`src/hdl/gps_pkg.sv`:
```
// ----------------------------------------------------------------------------
// gps_pkg
// Shared types and constants of the gait phase scheduler: configuration
// record, controller/datapath command and status, state and code enums.
// ----------------------------------------------------------------------------
package gps_pkg;

  localparam int unsigned MAX_LEGS   = 4;
  localparam int unsigned LEG_IDX_W  = 2;
  localparam int unsigned ROW_CAP    = 16;
  localparam int unsigned ROW_W      = 4;
  localparam int unsigned ROWS_W     = 5;
  localparam int unsigned FRAC_W     = 16;
  localparam int unsigned SCALE_W    = 24;
  localparam int unsigned OFFSETS_W  = 64;
  localparam int unsigned CFG_IDX_W  = 3;
  localparam int unsigned CFG_DATA_W = 64;
  localparam int unsigned IN_TDATA_W  = 32;
  localparam int unsigned OUT_TDATA_W = 72;

  localparam logic [FRAC_W-1:0]  DUTY_RST    = 16'd32768;
  localparam logic [SCALE_W-1:0] SCALE_RST   = 24'd131072;
  localparam logic [ROWS_W-1:0]  HORIZON_RST = 5'd10;

  typedef enum logic [CFG_IDX_W-1:0] {
    CFG_TICK_INC  = 3'd0,
    CFG_TABLE_INC = 3'd1,
    CFG_DUTY      = 3'd2,
    CFG_STANCE_SC = 3'd3,
    CFG_SWING_SC  = 3'd4,
    CFG_OFFSETS   = 3'd5,
    CFG_HORIZON   = 3'd6
  } cfg_idx_e;

  typedef enum logic [1:0] {
    CS_STANCE = 2'd0,
    CS_SWING  = 2'd1,
    CS_EARLY  = 2'd2,
    CS_LATE   = 2'd3
  } contact_e;

  typedef enum logic [2:0] {
    ST_IDLE,
    ST_TICK_ADV,
    ST_TICK_MUL,
    ST_TICK_WB,
    ST_TICK_EMIT,
    ST_TABLE
  } state_e;

  typedef struct packed {
    logic [FRAC_W-1:0]    tick_inc;
    logic [FRAC_W-1:0]    table_inc;
    logic [FRAC_W-1:0]    duty;
    logic [SCALE_W-1:0]   stance_scale;
    logic [SCALE_W-1:0]   swing_scale;
    logic [OFFSETS_W-1:0] leg_offsets;
    logic [ROWS_W-1:0]    horizon;
  } cfg_t;

  typedef struct packed {
    logic                 capture;
    logic                 tick_adv;
    logic                 mul;
    logic                 wb;
    logic                 tick_emit;
    logic                 row_emit;
    logic [LEG_IDX_W-1:0] leg;
    logic [ROW_W-1:0]     row;
    logic                 last_row;
  } cmd_t;

  typedef struct packed {
    logic out_free;
  } status_t;

endpackage

```
`src/hdl/gps_ctrl.sv`:
```
// ----------------------------------------------------------------------------
// gps_ctrl
// Sequencer: walks a tick through the legs on the shared multiplier and
// steps a table request into the output register, one row per cycle while free.
// ----------------------------------------------------------------------------
module gps_ctrl #(
  parameter int unsigned LEGS        = 4,
  parameter int unsigned MAX_HORIZON = 16
) (
  input  logic                          clk_i,
  input  logic                          rst_ni,
  input  logic                          in_valid_i,
  input  logic                          in_mode_i,
  output logic                          in_ready_o,
  input  logic [gps_pkg::ROWS_W-1:0]    horizon_i,
  input  gps_pkg::status_t              status_i,
  output gps_pkg::cmd_t                 cmd_o
);

  localparam int unsigned ROW_LIM_I =
    (MAX_HORIZON < gps_pkg::ROW_CAP) ? MAX_HORIZON : gps_pkg::ROW_CAP;
  localparam logic [gps_pkg::ROWS_W-1:0]    ROW_LIM  = gps_pkg::ROWS_W'(ROW_LIM_I);
  localparam logic [gps_pkg::LEG_IDX_W-1:0] LAST_LEG = gps_pkg::LEG_IDX_W'(LEGS - 1);

  gps_pkg::state_e                 state_q, state_d;
  logic [gps_pkg::LEG_IDX_W-1:0]   leg_q, leg_d;
  logic [gps_pkg::ROW_W-1:0]       row_q, row_d;
  logic [gps_pkg::ROWS_W-1:0]      rows;
  logic                            last_row;
  logic                            accept;

  assign rows     = (horizon_i > ROW_LIM) ? ROW_LIM : horizon_i;
  assign last_row = (({1'b0, row_q} + gps_pkg::ROWS_W'(1)) == rows);
  assign accept   = in_valid_i && (state_q == gps_pkg::ST_IDLE);

  always_comb begin
    state_d = state_q;
    unique case (state_q)
      gps_pkg::ST_IDLE: begin
        if (in_valid_i) begin
          state_d = in_mode_i ? gps_pkg::ST_TABLE : gps_pkg::ST_TICK_ADV;
        end
      end
      gps_pkg::ST_TICK_ADV: state_d = gps_pkg::ST_TICK_MUL;
      gps_pkg::ST_TICK_MUL: state_d = gps_pkg::ST_TICK_WB;
      gps_pkg::ST_TICK_WB: begin
        state_d = (leg_q == LAST_LEG) ? gps_pkg::ST_TICK_EMIT : gps_pkg::ST_TICK_MUL;
      end
      gps_pkg::ST_TICK_EMIT: begin
        if (status_i.out_free) state_d = gps_pkg::ST_IDLE;
      end
      gps_pkg::ST_TABLE: begin
        if (rows == '0) begin
          state_d = gps_pkg::ST_IDLE;
        end else if (status_i.out_free && last_row) begin
          state_d = gps_pkg::ST_IDLE;
        end
      end
      default: state_d = gps_pkg::ST_IDLE;
    endcase
  end

  always_comb begin
    in_ready_o       = (state_q == gps_pkg::ST_IDLE);
    cmd_o            = '0;
    cmd_o.capture    = accept;
    cmd_o.tick_adv   = (state_q == gps_pkg::ST_TICK_ADV);
    cmd_o.mul        = (state_q == gps_pkg::ST_TICK_MUL);
    cmd_o.wb         = (state_q == gps_pkg::ST_TICK_WB);
    cmd_o.tick_emit  = (state_q == gps_pkg::ST_TICK_EMIT) && status_i.out_free;
    cmd_o.row_emit   = (state_q == gps_pkg::ST_TABLE) && (rows != '0) && status_i.out_free;
    cmd_o.leg        = leg_q;
    cmd_o.row        = row_q;
    cmd_o.last_row   = last_row;
  end

  always_comb begin
    leg_d = leg_q;
    row_d = row_q;
    if (state_q == gps_pkg::ST_IDLE) begin
      leg_d = '0;
      row_d = '0;
    end
    if (cmd_o.wb && (leg_q != LAST_LEG)) leg_d = leg_q + gps_pkg::LEG_IDX_W'(1);
    if (cmd_o.row_emit) row_d = row_q + gps_pkg::ROW_W'(1);
  end

  always_ff @(posedge clk_i or negedge rst_ni) begin
    if (!rst_ni) begin
      state_q <= gps_pkg::ST_IDLE;
      leg_q   <= '0;
      row_q   <= '0;
    end else begin
      state_q <= state_d;
      leg_q   <= leg_d;
      row_q   <= row_d;
    end
  end

  a_row_in_range: assert property (@(posedge clk_i) disable iff (!rst_ni)
    cmd_o.row_emit |-> ({1'b0, row_q} < rows))
    else $error("table row beyond horizon");

  a_emit_room: assert property (@(posedge clk_i) disable iff (!rst_ni)
    (cmd_o.row_emit || cmd_o.tick_emit) |-> status_i.out_free)
    else $error("emit into occupied output register");

  a_leg_in_range: assert property (@(posedge clk_i) disable iff (!rst_ni)
    (state_q == gps_pkg::ST_TICK_MUL) |-> (leg_q <= LAST_LEG))
    else $error("leg index beyond leg count");

  a_tick_starts_leg0: assert property (@(posedge clk_i) disable iff (!rst_ni)
    cmd_o.tick_adv |=> ((state_q == gps_pkg::ST_TICK_MUL) && (leg_q == '0)))
    else $error("tick did not start at leg 0");

endmodule

```
`src/hdl/gps_dpath.sv`:
```
// ----------------------------------------------------------------------------
// gps_dpath
// Phase state, per-leg phase lanes, shared scale multiplier, held leg state
// and the output register.
// ----------------------------------------------------------------------------
module gps_dpath #(
  parameter int unsigned LEGS       = 4,
  parameter int unsigned PHASE_BITS = 16
) (
  input  logic                                            clk_i,
  input  logic                                            rst_ni,
  input  gps_pkg::cmd_t                                   cmd_i,
  output gps_pkg::status_t                                status_o,
  input  gps_pkg::cfg_t                                   cfg_i,
  input  logic                                            in_mode_i,
  input  logic                                            in_standing_i,
  input  logic [gps_pkg::FRAC_W-1:0]                      in_start_i,
  input  logic [2*gps_pkg::MAX_LEGS-1:0]                  in_contacts_i,
  input  logic [gps_pkg::MAX_LEGS-1:0]                    in_active_i,
  input  logic                                            out_ready_i,
  output logic                                            out_valid_o,
  output logic [gps_pkg::MAX_LEGS-1:0]                    out_swing_o,
  output logic [gps_pkg::MAX_LEGS-1:0][gps_pkg::FRAC_W-1:0] out_phase_o,
  output logic [gps_pkg::ROW_W-1:0]                       out_row_o,
  output logic                                            out_last_o
);

  localparam int unsigned PW     = PHASE_BITS;
  localparam int unsigned CW     = PW + gps_pkg::FRAC_W;
  localparam int unsigned PROD_W = PW + gps_pkg::SCALE_W;
  localparam int unsigned NL     = gps_pkg::MAX_LEGS;
  localparam logic [NL-1:0] LEG_EN = NL'((5'd1 << LEGS) - 5'd1);

  logic [PW-1:0]            running_q;
  logic                     prev_standing_q;
  logic [NL-1:0]            held_swing_q;
  logic [NL-1:0][15:0]      held_phase_q;
  logic [NL-1:0]            table_swing_q;

  logic                     standing_q;
  logic [2*NL-1:0]          contacts_q;
  logic [NL-1:0]            active_q;
  logic [PW-1:0]            ph_q;
  logic [PROD_W-1:0]        prod_q;
  logic                     stance_q;

  logic                     out_valid_q;
  logic [NL-1:0]            out_swing_q;
  logic [NL-1:0][15:0]      out_phase_q;
  logic [gps_pkg::ROW_W-1:0] out_row_q;
  logic                     out_last_q;

  logic [CW-1:0]            tick_inc_x, table_inc_x, start_x, duty_x;
  logic [PW-1:0]            tick_inc_pw, table_inc_pw, start_pw, ph_next;
  logic [NL-1:0][PW-1:0]    off_pw, tick_p, tbl_p;
  logic [NL-1:0][CW-1:0]    off_x;
  logic [NL-1:0]            tbl_lt, ts_next, row_bits;
  logic [PW-1:0]            p_sel, op;
  logic                     lt_sel;
  logic [PW+7:0]            prod_hi;
  logic [PW-1:0]            sat;
  logic [CW-1:0]            sat_x;
  logic [15:0]              sat16;
  logic                     out_free;
  gps_pkg::contact_e        cs;

  assign tick_inc_x   = {{PW{1'b0}}, cfg_i.tick_inc};
  assign table_inc_x  = {{PW{1'b0}}, cfg_i.table_inc};
  assign start_x      = {{PW{1'b0}}, in_start_i};
  assign duty_x       = {{PW{1'b0}}, cfg_i.duty};
  assign tick_inc_pw  = tick_inc_x[PW-1:0];
  assign table_inc_pw = table_inc_x[PW-1:0];
  assign start_pw     = start_x[PW-1:0];
  assign ph_next      = ph_q + table_inc_pw;

  for (genvar l = 0; l < NL; l++) begin : g_lane
    assign off_x[l]  = {{PW{1'b0}}, cfg_i.leg_offsets[16*l +: 16]};
    assign off_pw[l] = off_x[l][PW-1:0];
    assign tick_p[l] = running_q + off_pw[l];
    assign tbl_p[l]  = ph_next + off_pw[l];
    assign tbl_lt[l] = ({{gps_pkg::FRAC_W{1'b0}}, tbl_p[l]} < duty_x);
  end

  // table row: lanes are independent
  always_comb begin
    ts_next  = table_swing_q;
    row_bits = '0;
    for (int l = 0; l < NL; l++) begin
      cs = gps_pkg::contact_e'(contacts_q[2*l +: 2]);
      if (!active_q[l]) begin
        row_bits[l] = 1'b1;
      end else begin
        if (standing_q) begin
          if (tbl_lt[l] && (cs != gps_pkg::CS_SWING)) ts_next[l] = 1'b0;
        end else begin
          ts_next[l] = !tbl_lt[l];
        end
        if (cs == gps_pkg::CS_EARLY) ts_next[l] = 1'b0;
        if ((cmd_i.row == '0) && (cs == gps_pkg::CS_LATE)) ts_next[l] = 1'b1;
        row_bits[l] = ts_next[l];
      end
    end
    ts_next  = (ts_next & LEG_EN) | (table_swing_q & ~LEG_EN);
    row_bits = row_bits & LEG_EN;
  end

  // tick lane select for the shared multiplier
  assign p_sel  = tick_p[cmd_i.leg];
  assign lt_sel = ({{gps_pkg::FRAC_W{1'b0}}, p_sel} < duty_x);
  assign op     = lt_sel ? p_sel : (p_sel - duty_x[PW-1:0]);

  assign prod_hi = prod_q[PROD_W-1:16];
  assign sat     = (|prod_hi[PW+7:PW]) ? {PW{1'b1}} : prod_hi[PW-1:0];
  assign sat_x   = {{gps_pkg::FRAC_W{1'b0}}, sat};
  assign sat16   = sat_x[15:0];

  assign out_free          = !out_valid_q || out_ready_i;
  assign status_o.out_free = out_free;

  always_ff @(posedge clk_i) begin
    if (cmd_i.capture) begin
      standing_q <= in_standing_i;
      contacts_q <= in_contacts_i;
      active_q   <= in_active_i;
      ph_q       <= start_pw;
    end else if (cmd_i.row_emit) begin
      ph_q <= ph_next;
    end
    if (cmd_i.mul) begin
      prod_q   <= {{gps_pkg::SCALE_W{1'b0}}, op} *
                  {{PW{1'b0}}, (lt_sel ? cfg_i.stance_scale : cfg_i.swing_scale)};
      stance_q <= lt_sel;
    end
    if (cmd_i.tick_emit) begin
      out_swing_q <= held_swing_q & LEG_EN;
      for (int l = 0; l < NL; l++) begin
        out_phase_q[l] <= LEG_EN[l] ? held_phase_q[l] : 16'd0;
      end
      out_row_q  <= '0;
      out_last_q <= 1'b1;
    end else if (cmd_i.row_emit) begin
      out_swing_q <= row_bits;
      out_phase_q <= '0;
      out_row_q   <= cmd_i.row;
      out_last_q  <= cmd_i.last_row;
    end
  end

  always_ff @(posedge clk_i or negedge rst_ni) begin
    if (!rst_ni) begin
      running_q       <= '0;
      prev_standing_q <= 1'b0;
      held_swing_q    <= '0;
      held_phase_q    <= '0;
      table_swing_q   <= '0;
      out_valid_q     <= 1'b0;
    end else begin
      if (cmd_i.capture && in_mode_i) prev_standing_q <= in_standing_i;
      if (cmd_i.tick_adv) begin
        running_q       <= ((prev_standing_q && !standing_q) ? '0 : running_q) + tick_inc_pw;
        prev_standing_q <= standing_q;
      end
      if (cmd_i.wb) begin
        if (stance_q) begin
          held_swing_q[cmd_i.leg] <= 1'b0;
          if (!standing_q) held_phase_q[cmd_i.leg] <= sat16;
        end else begin
          if (!standing_q) held_swing_q[cmd_i.leg] <= 1'b1;
          held_phase_q[cmd_i.leg] <= sat16;
        end
      end
      if (cmd_i.row_emit) table_swing_q <= ts_next;
      if (cmd_i.tick_emit || cmd_i.row_emit) begin
        out_valid_q <= 1'b1;
      end else if (out_ready_i) begin
        out_valid_q <= 1'b0;
      end
    end
  end

  assign out_valid_o = out_valid_q;
  assign out_swing_o = out_swing_q;
  assign out_phase_o = out_phase_q;
  assign out_row_o   = out_row_q;
  assign out_last_o  = out_last_q;

endmodule

```
`src/hdl/gait_phase_scheduler.sv`:
```
// ----------------------------------------------------------------------------
// gait_phase_scheduler
// Tick: advance the running phase, then each leg in turn takes a multiply and a
//   write-back state on the shared scale multiplier, then the result is emitted.
// Table: one row per cycle while the output register is free; a zero horizon
//   gives no rows. A new item is accepted only while the sequencer is idle.
// Output register lets the next item be accepted while a result waits.
// Reset: asynchronous, active low; clears phase state, config to defaults.
// ----------------------------------------------------------------------------
module gait_phase_scheduler #(
  parameter int unsigned LEGS        = 4,
  parameter int unsigned MAX_HORIZON = 16,
  parameter int unsigned PHASE_BITS  = 16
) (
  input  logic                               clk_i,
  input  logic                               rst_ni,
  input  logic                               s_axis_tvalid,
  output logic                               s_axis_tready,
  // standing, start_phase, contact_states, active_mask, zero pad
  input  logic [gps_pkg::IN_TDATA_W-1:0]     s_axis_tdata,
  // mode
  input  logic                               s_axis_tuser,
  output logic                               m_axis_tvalid,
  input  logic                               m_axis_tready,
  // swing_bits, phase_leg0, phase_leg1, phase_leg2, phase_leg3, row_index
  output logic [gps_pkg::OUT_TDATA_W-1:0]    m_axis_tdata,
  // last_row
  output logic                               m_axis_tlast,
  input  logic                               cfg_we_i,
  input  logic [gps_pkg::CFG_IDX_W-1:0]      cfg_idx_i,
  input  logic [gps_pkg::CFG_DATA_W-1:0]     cfg_data_i
);

  gps_pkg::cfg_t    cfg_q;
  gps_pkg::cmd_t    cmd;
  gps_pkg::status_t status;

  logic [gps_pkg::MAX_LEGS-1:0]                       out_swing;
  logic [gps_pkg::MAX_LEGS-1:0][gps_pkg::FRAC_W-1:0]  out_phase;
  logic [gps_pkg::ROW_W-1:0]                          out_row;

  always_ff @(posedge clk_i or negedge rst_ni) begin
    if (!rst_ni) begin
      cfg_q.tick_inc     <= '0;
      cfg_q.table_inc    <= '0;
      cfg_q.duty         <= gps_pkg::DUTY_RST;
      cfg_q.stance_scale <= gps_pkg::SCALE_RST;
      cfg_q.swing_scale  <= gps_pkg::SCALE_RST;
      cfg_q.leg_offsets  <= '0;
      cfg_q.horizon      <= gps_pkg::HORIZON_RST;
    end else if (cfg_we_i) begin
      unique case (cfg_idx_i)
        gps_pkg::CFG_TICK_INC:  cfg_q.tick_inc     <= cfg_data_i[gps_pkg::FRAC_W-1:0];
        gps_pkg::CFG_TABLE_INC: cfg_q.table_inc    <= cfg_data_i[gps_pkg::FRAC_W-1:0];
        gps_pkg::CFG_DUTY:      cfg_q.duty         <= cfg_data_i[gps_pkg::FRAC_W-1:0];
        gps_pkg::CFG_STANCE_SC: cfg_q.stance_scale <= cfg_data_i[gps_pkg::SCALE_W-1:0];
        gps_pkg::CFG_SWING_SC:  cfg_q.swing_scale  <= cfg_data_i[gps_pkg::SCALE_W-1:0];
        gps_pkg::CFG_OFFSETS:   cfg_q.leg_offsets  <= cfg_data_i[gps_pkg::OFFSETS_W-1:0];
        gps_pkg::CFG_HORIZON:   cfg_q.horizon      <= cfg_data_i[gps_pkg::ROWS_W-1:0];
        default: ;
      endcase
    end
  end

  gps_ctrl #(
    .LEGS        (LEGS),
    .MAX_HORIZON (MAX_HORIZON)
  ) u_ctrl (
    .clk_i      (clk_i),
    .rst_ni     (rst_ni),
    .in_valid_i (s_axis_tvalid),
    .in_mode_i  (s_axis_tuser),
    .in_ready_o (s_axis_tready),
    .horizon_i  (cfg_q.horizon),
    .status_i   (status),
    .cmd_o      (cmd)
  );

  gps_dpath #(
    .LEGS       (LEGS),
    .PHASE_BITS (PHASE_BITS)
  ) u_dpath (
    .clk_i         (clk_i),
    .rst_ni        (rst_ni),
    .cmd_i         (cmd),
    .status_o      (status),
    .cfg_i         (cfg_q),
    .in_mode_i     (s_axis_tuser),
    .in_standing_i (s_axis_tdata[0]),
    .in_start_i    (s_axis_tdata[16:1]),
    .in_contacts_i (s_axis_tdata[24:17]),
    .in_active_i   (s_axis_tdata[28:25]),
    .out_ready_i   (m_axis_tready),
    .out_valid_o   (m_axis_tvalid),
    .out_swing_o   (out_swing),
    .out_phase_o   (out_phase),
    .out_row_o     (out_row),
    .out_last_o    (m_axis_tlast)
  );

  assign m_axis_tdata = {out_row, out_phase[3], out_phase[2], out_phase[1], out_phase[0],
                         out_swing};

endmodule

```
`config.mk`:
```
export PLATFORM = sky130hd
export DESIGN_NAME = gait_phase_scheduler
export DESIGN_NICKNAME = d
export VERILOG_FILES = /design/src/hdl/gps_pkg.sv /design/src/hdl/gps_ctrl.sv /design/src/hdl/gps_dpath.sv /design/src/hdl/gait_phase_scheduler.sv
export SDC_FILE = /design/constraint.sdc
export NUM_CORES = 2
export LEC_CHECK = 0
export ABC_AREA = 0
export BUFFER_PORTS_ARGS = -buffer_cell sky130_fd_sc_hd__buf_2
export CAP_MARGIN = 0
export CORE_MARGIN = 8
export CORE_UTILIZATION = 30
export DETAILED_ROUTE_END_ITERATION = 7
export HOLD_SLACK_MARGIN = 0.03
export PLACE_DENSITY = 0.42
export RECOVER_POWER = 50
export SLEW_MARGIN = 15
export SYNTH_ARGS = -nofsm -noshare
export SYNTH_HDL_FRONTEND = slang
export SYNTH_SLANG_ARGS = --single-unit
```
`constraint.sdc`:
```
create_clock -name clk_i -period 14.8 [get_ports clk_i]
set_clock_uncertainty 0.15 [all_clocks]
set_input_delay 2.96 -clock clk_i [delete_from_list [all_inputs] [get_ports clk_i]]
set_output_delay 2.96 -clock clk_i [all_outputs]
set_load 0.03 [all_outputs]
```
==> summary.md <==
| Metric | Value |
|---|---|
| Outcome | `finished with violations` |
| Failing checks | `capacitance limit, slew limit` |
| Yosys reg bits | `391` |
| Final nets | `4820` |
| Unrepaired setup endpoints after global routing | `false` |
| DR DRC count | `0` |
| Synth area leaders | `dfrtp_1, fa_1, ha_1` |
| Distinct cells, synth | `99` |
| DP HPWL | `95730 um` |
| Vias in the first global route | `28770` |
| Initial drt markers | `1805` |
| Slowest Stage Delay on Critical Path | `1.20 ns` |
| Crit path capture type | `flip-flop` |
| Critical path peak fanout | `32` |
| Hold_buf cts | `0` |
| WP buf/inv | `10` |
| Input/output buffers | `176` |
| Area added between synthesis and finish | `11.76%` |
| Post-route setup TNS | `0 ns` |
| Worst-path clk slew | `0.05 ns` |
| Arrival @ worst endpoint | `13.56 ns` |
| Multi-input logic area | `0.02451 mm2` |
| Yosys top cell area share | `17.48%` |
| Die Area | `0.1351 mm2` |
| Final wirelength | `121200 um` |
| Cell count after synthesis | `3912` |
| Clk buf depth | `3` |
| Worst Tran Pin Value | `5.752 ns` |
| Most frequent cells in the layout | `nand2_1, inv_1, ha_1` |
| Drt pass-1 iters | `5` |
| R2R Setup Slk | `1.50 ns` |
| Post-CTS Setup Bufs | `0` |
| Worst hold path startpoint | `u_dpath.out_row_o[3]` |
| Clock Root Buffer | `clkbuf_16` |
| Number of CTS-inserted buffers | `51` |
| CP startpoint | `u_ctrl.leg_q[1]` |
| Critical Path Source Type | `flip-flop` |
| CTS H-tree lvls | `2` |
| Kind of cell adding the most delay to the critical path | `adder cells` |
| # setup viols final | `0` |
| Synth Net Count | `4674` |
| Reg area | `0.01038 mm2` |
| FF-to-FF Start | `u_ctrl.leg_q[1]` |
| CTS sink cnt | `391` |
| Gr ovfl total | `0` |
| Post-synth EDFFs | `122` |
| Max-cap violations | `7` |
| Worst Hold Class | `reg -> reg` |
| Vias/cell | `4.904` |
| Mean Syn Cell Area | `9.477 um2` |
| Top FF cell, synth | `dfrtp_1` |
| Commonest non-fill, non-tap cell in the layout | `nand2_1` |
| Register area share after synthesis | `27.99%` |
| Worst path slowest cell | `clkbuf_1` |
| Worst EP required | `15.06 ns` |
| Initial Utilization | `30.10%` |
| Post-synthesis cell area | `0.03707 mm2` |
| I/O pin count | `180` |
| Yosys warns | `0` |
| Largest net degree at the start of global routing | `102` |
| Async set or reset register ratio after synthesis | `67.52%` |
| Crit share post-route | `89.88%` |
| Initial antenna violation count | `19` |
| Slew HR | `-283.5%` |
| Worst skew pair latency | `0.66 ns` |
| CP Class | `reg -> reg` |
| Filler instances | `12720` |
| CTS tree | `yes` |
| Final Hold Fails | `0` |
| WL per Instance | `21.10 um` |
| Max-slew violation count | `333` |
| Min Tclk post-route | `13.30 ns` |
| Gr usage total | `17.74%` |
| First-pass GRT wire length | `183500 um` |
| Core area | `0.1232 mm2` |
| Vias after detailed routing | `28160` |
| Largest area contributor in the synthesized netlist | `dfrtp_1` |
| Die Y | `367.5 um` |
| Post_cts resized | `0` |
| Fraction of layout cells with a size suffix above 1 | `12.49%` |
| Finished Core Util | `33.64%` |
| FMAX | `75.17 MHz` |
| DRT antenna net count | `0` |
| Row Count | `129` |
| Gp weighted congestion | `0.8518` |
| DIE WIDTH | `367.5 um` |
## state kept, by name, summed over array words and instances, names as in the netlist, named ones only
name,cells
cfg_q,165
u_dpath.held_phase_q,64
u_dpath.out_phase_o,64
u_dpath.prod_q,24
u_dpath.ph_q,16
u_dpath.running_q,16
u_dpath.contacts_q,8
u_ctrl.row_q,4
u_dpath.active_q,4
u_dpath.out_row_o,4
u_dpath.out_swing_o,4
u_dpath.table_swing_q,4
u_ctrl.state_q,3
u_ctrl.leg_q,2
u_dpath.out_last_o,1
u_dpath.out_valid_o,1
u_dpath.prev_standing_q,1
u_dpath.stance_q,1
u_dpath.standing_q,1
## Yosys cell counts (all sizes together), types with 6 or more instances
| cell type | count |
|---|---|
| a2111oi | 7 |
| a211o | 6 |
| a211oi | 25 |
| a21boi | 17 |
| a21o | 66 |
| a21oi | 160 |
| a22oi | 7 |
| a31o | 16 |
| a31oi | 33 |
| and2 | 112 |
| and3 | 20 |
| buf | 50 |
| clkbuf | 78 |
| dfrtp | 259 |
| edfxtp | 122 |
| fa | 316 |
| ha | 341 |
| inv | 448 |
| mux2 | 160 |
| mux2i | 43 |
| mux4 | 10 |
| nand2 | 545 |
| nand2b | 54 |
| nand3 | 63 |
| nand3b | 6 |
| nand4 | 14 |
| nand4b | 6 |
| nor2 | 302 |
| nor2b | 20 |
| nor3 | 44 |
| nor3b | 9 |
| o2111ai | 14 |
| o211ai | 21 |
| o21a | 28 |
| o21ai | 193 |
| o21bai | 17 |
| o22ai | 6 |
| o311ai | 6 |
| o31ai | 19 |
| o41ai | 6 |
| or2 | 8 |
| or3 | 16 |
| xnor2 | 95 |
| xor2 | 55 |
## layer usage
layer / part of all wire [%] / vias up / wire [um] / GRT usage, %
li1: - / 13530 / - / -
met2: 46 / 585 / 55290 / 28.98
met1: 47 / 13930 / 56960 / 24.63
met4: 2.2 / 2 / 2627 / 3.791
met3: 5.2 / 109 / 6261 / 2.998
met5: 0.0083 / - / 10 / 0
## cell families (layout without fill, tap and decap cells)
family,count (synthesis),after routing,share of synthesized area (%)
and+or+nand+nor,1240,1240,15.11
AOI/OAI and AO/OA,685,685,12.11
adders and majority gates,657,657,28.57
buffers and inverters,576,763,6.041
DFF,391,391,27.99
muxes,213,213,6.639
xor gates and xnor gates,150,150,3.544
other,0,5,0
## worst reg2reg max path, delay by kind of cell (launching register included)
kind                     cells  cell delay [ns]
AND/OR/NAND/NOR              6             1.77
buffers and inverters       10             3.71
AO/OA/AOI/OAI               10             2.97
flip-flops                   1             0.33
XOR/XNOR                     1             0.08
multiplexers                 1             0.28
adder cells (fa/ha/maj)      8             3.79
## cell type report
type                            count  share of cell area (%)
Clock buffer                       72                   3.391
Sequential cell                   391                   25.04
Tap cell                         1637                   4.944
Antenna cell                        5                 0.03020
Multi-Input combinational cell   2945                   59.15
Timing Repair Buffer              221                   2.796
Inverter                          448                   4.059
Clock inverter                     22                  0.5859
## stage by stage
| step | cell area, um2 | instances | hold slack (ns) | setup WS (ns) |
|---|---|---|---|---|
| after CTS | 41530 | 5736 | 0.3042 | 2.055 |
| final | 41430 | 5741 | 0.2990 | 1.497 |
| after global routing | 41420 | 5736 | 0.3324 | 0.7823 |
| after global placement | 39880 | 5642 | 0.2909 | 2.066 |
| after floorplan | 37070 | 3912 | 0.2918 | 4.597 |
| after detailed placement | 39880 | 5642 | 0.2967 | 2.067 |
## path summary, 6_finish.rpt
check,endpoint,depth (start not counted)
max reg2reg,u_dpath.prod_q[38],36
min reg2reg,u_dpath.out_row_o[3],2
max,u_dpath.prod_q[38],36
min,u_dpath.out_row_o[3],2
min in group asynchronous,cfg_q[42],1
max in group asynchronous,u_dpath.table_swing_q[2],2
Power is left out: the tool's default activity adds up to more than one toggle a clock period on the data nets, which glitch-free logic cannot reach.
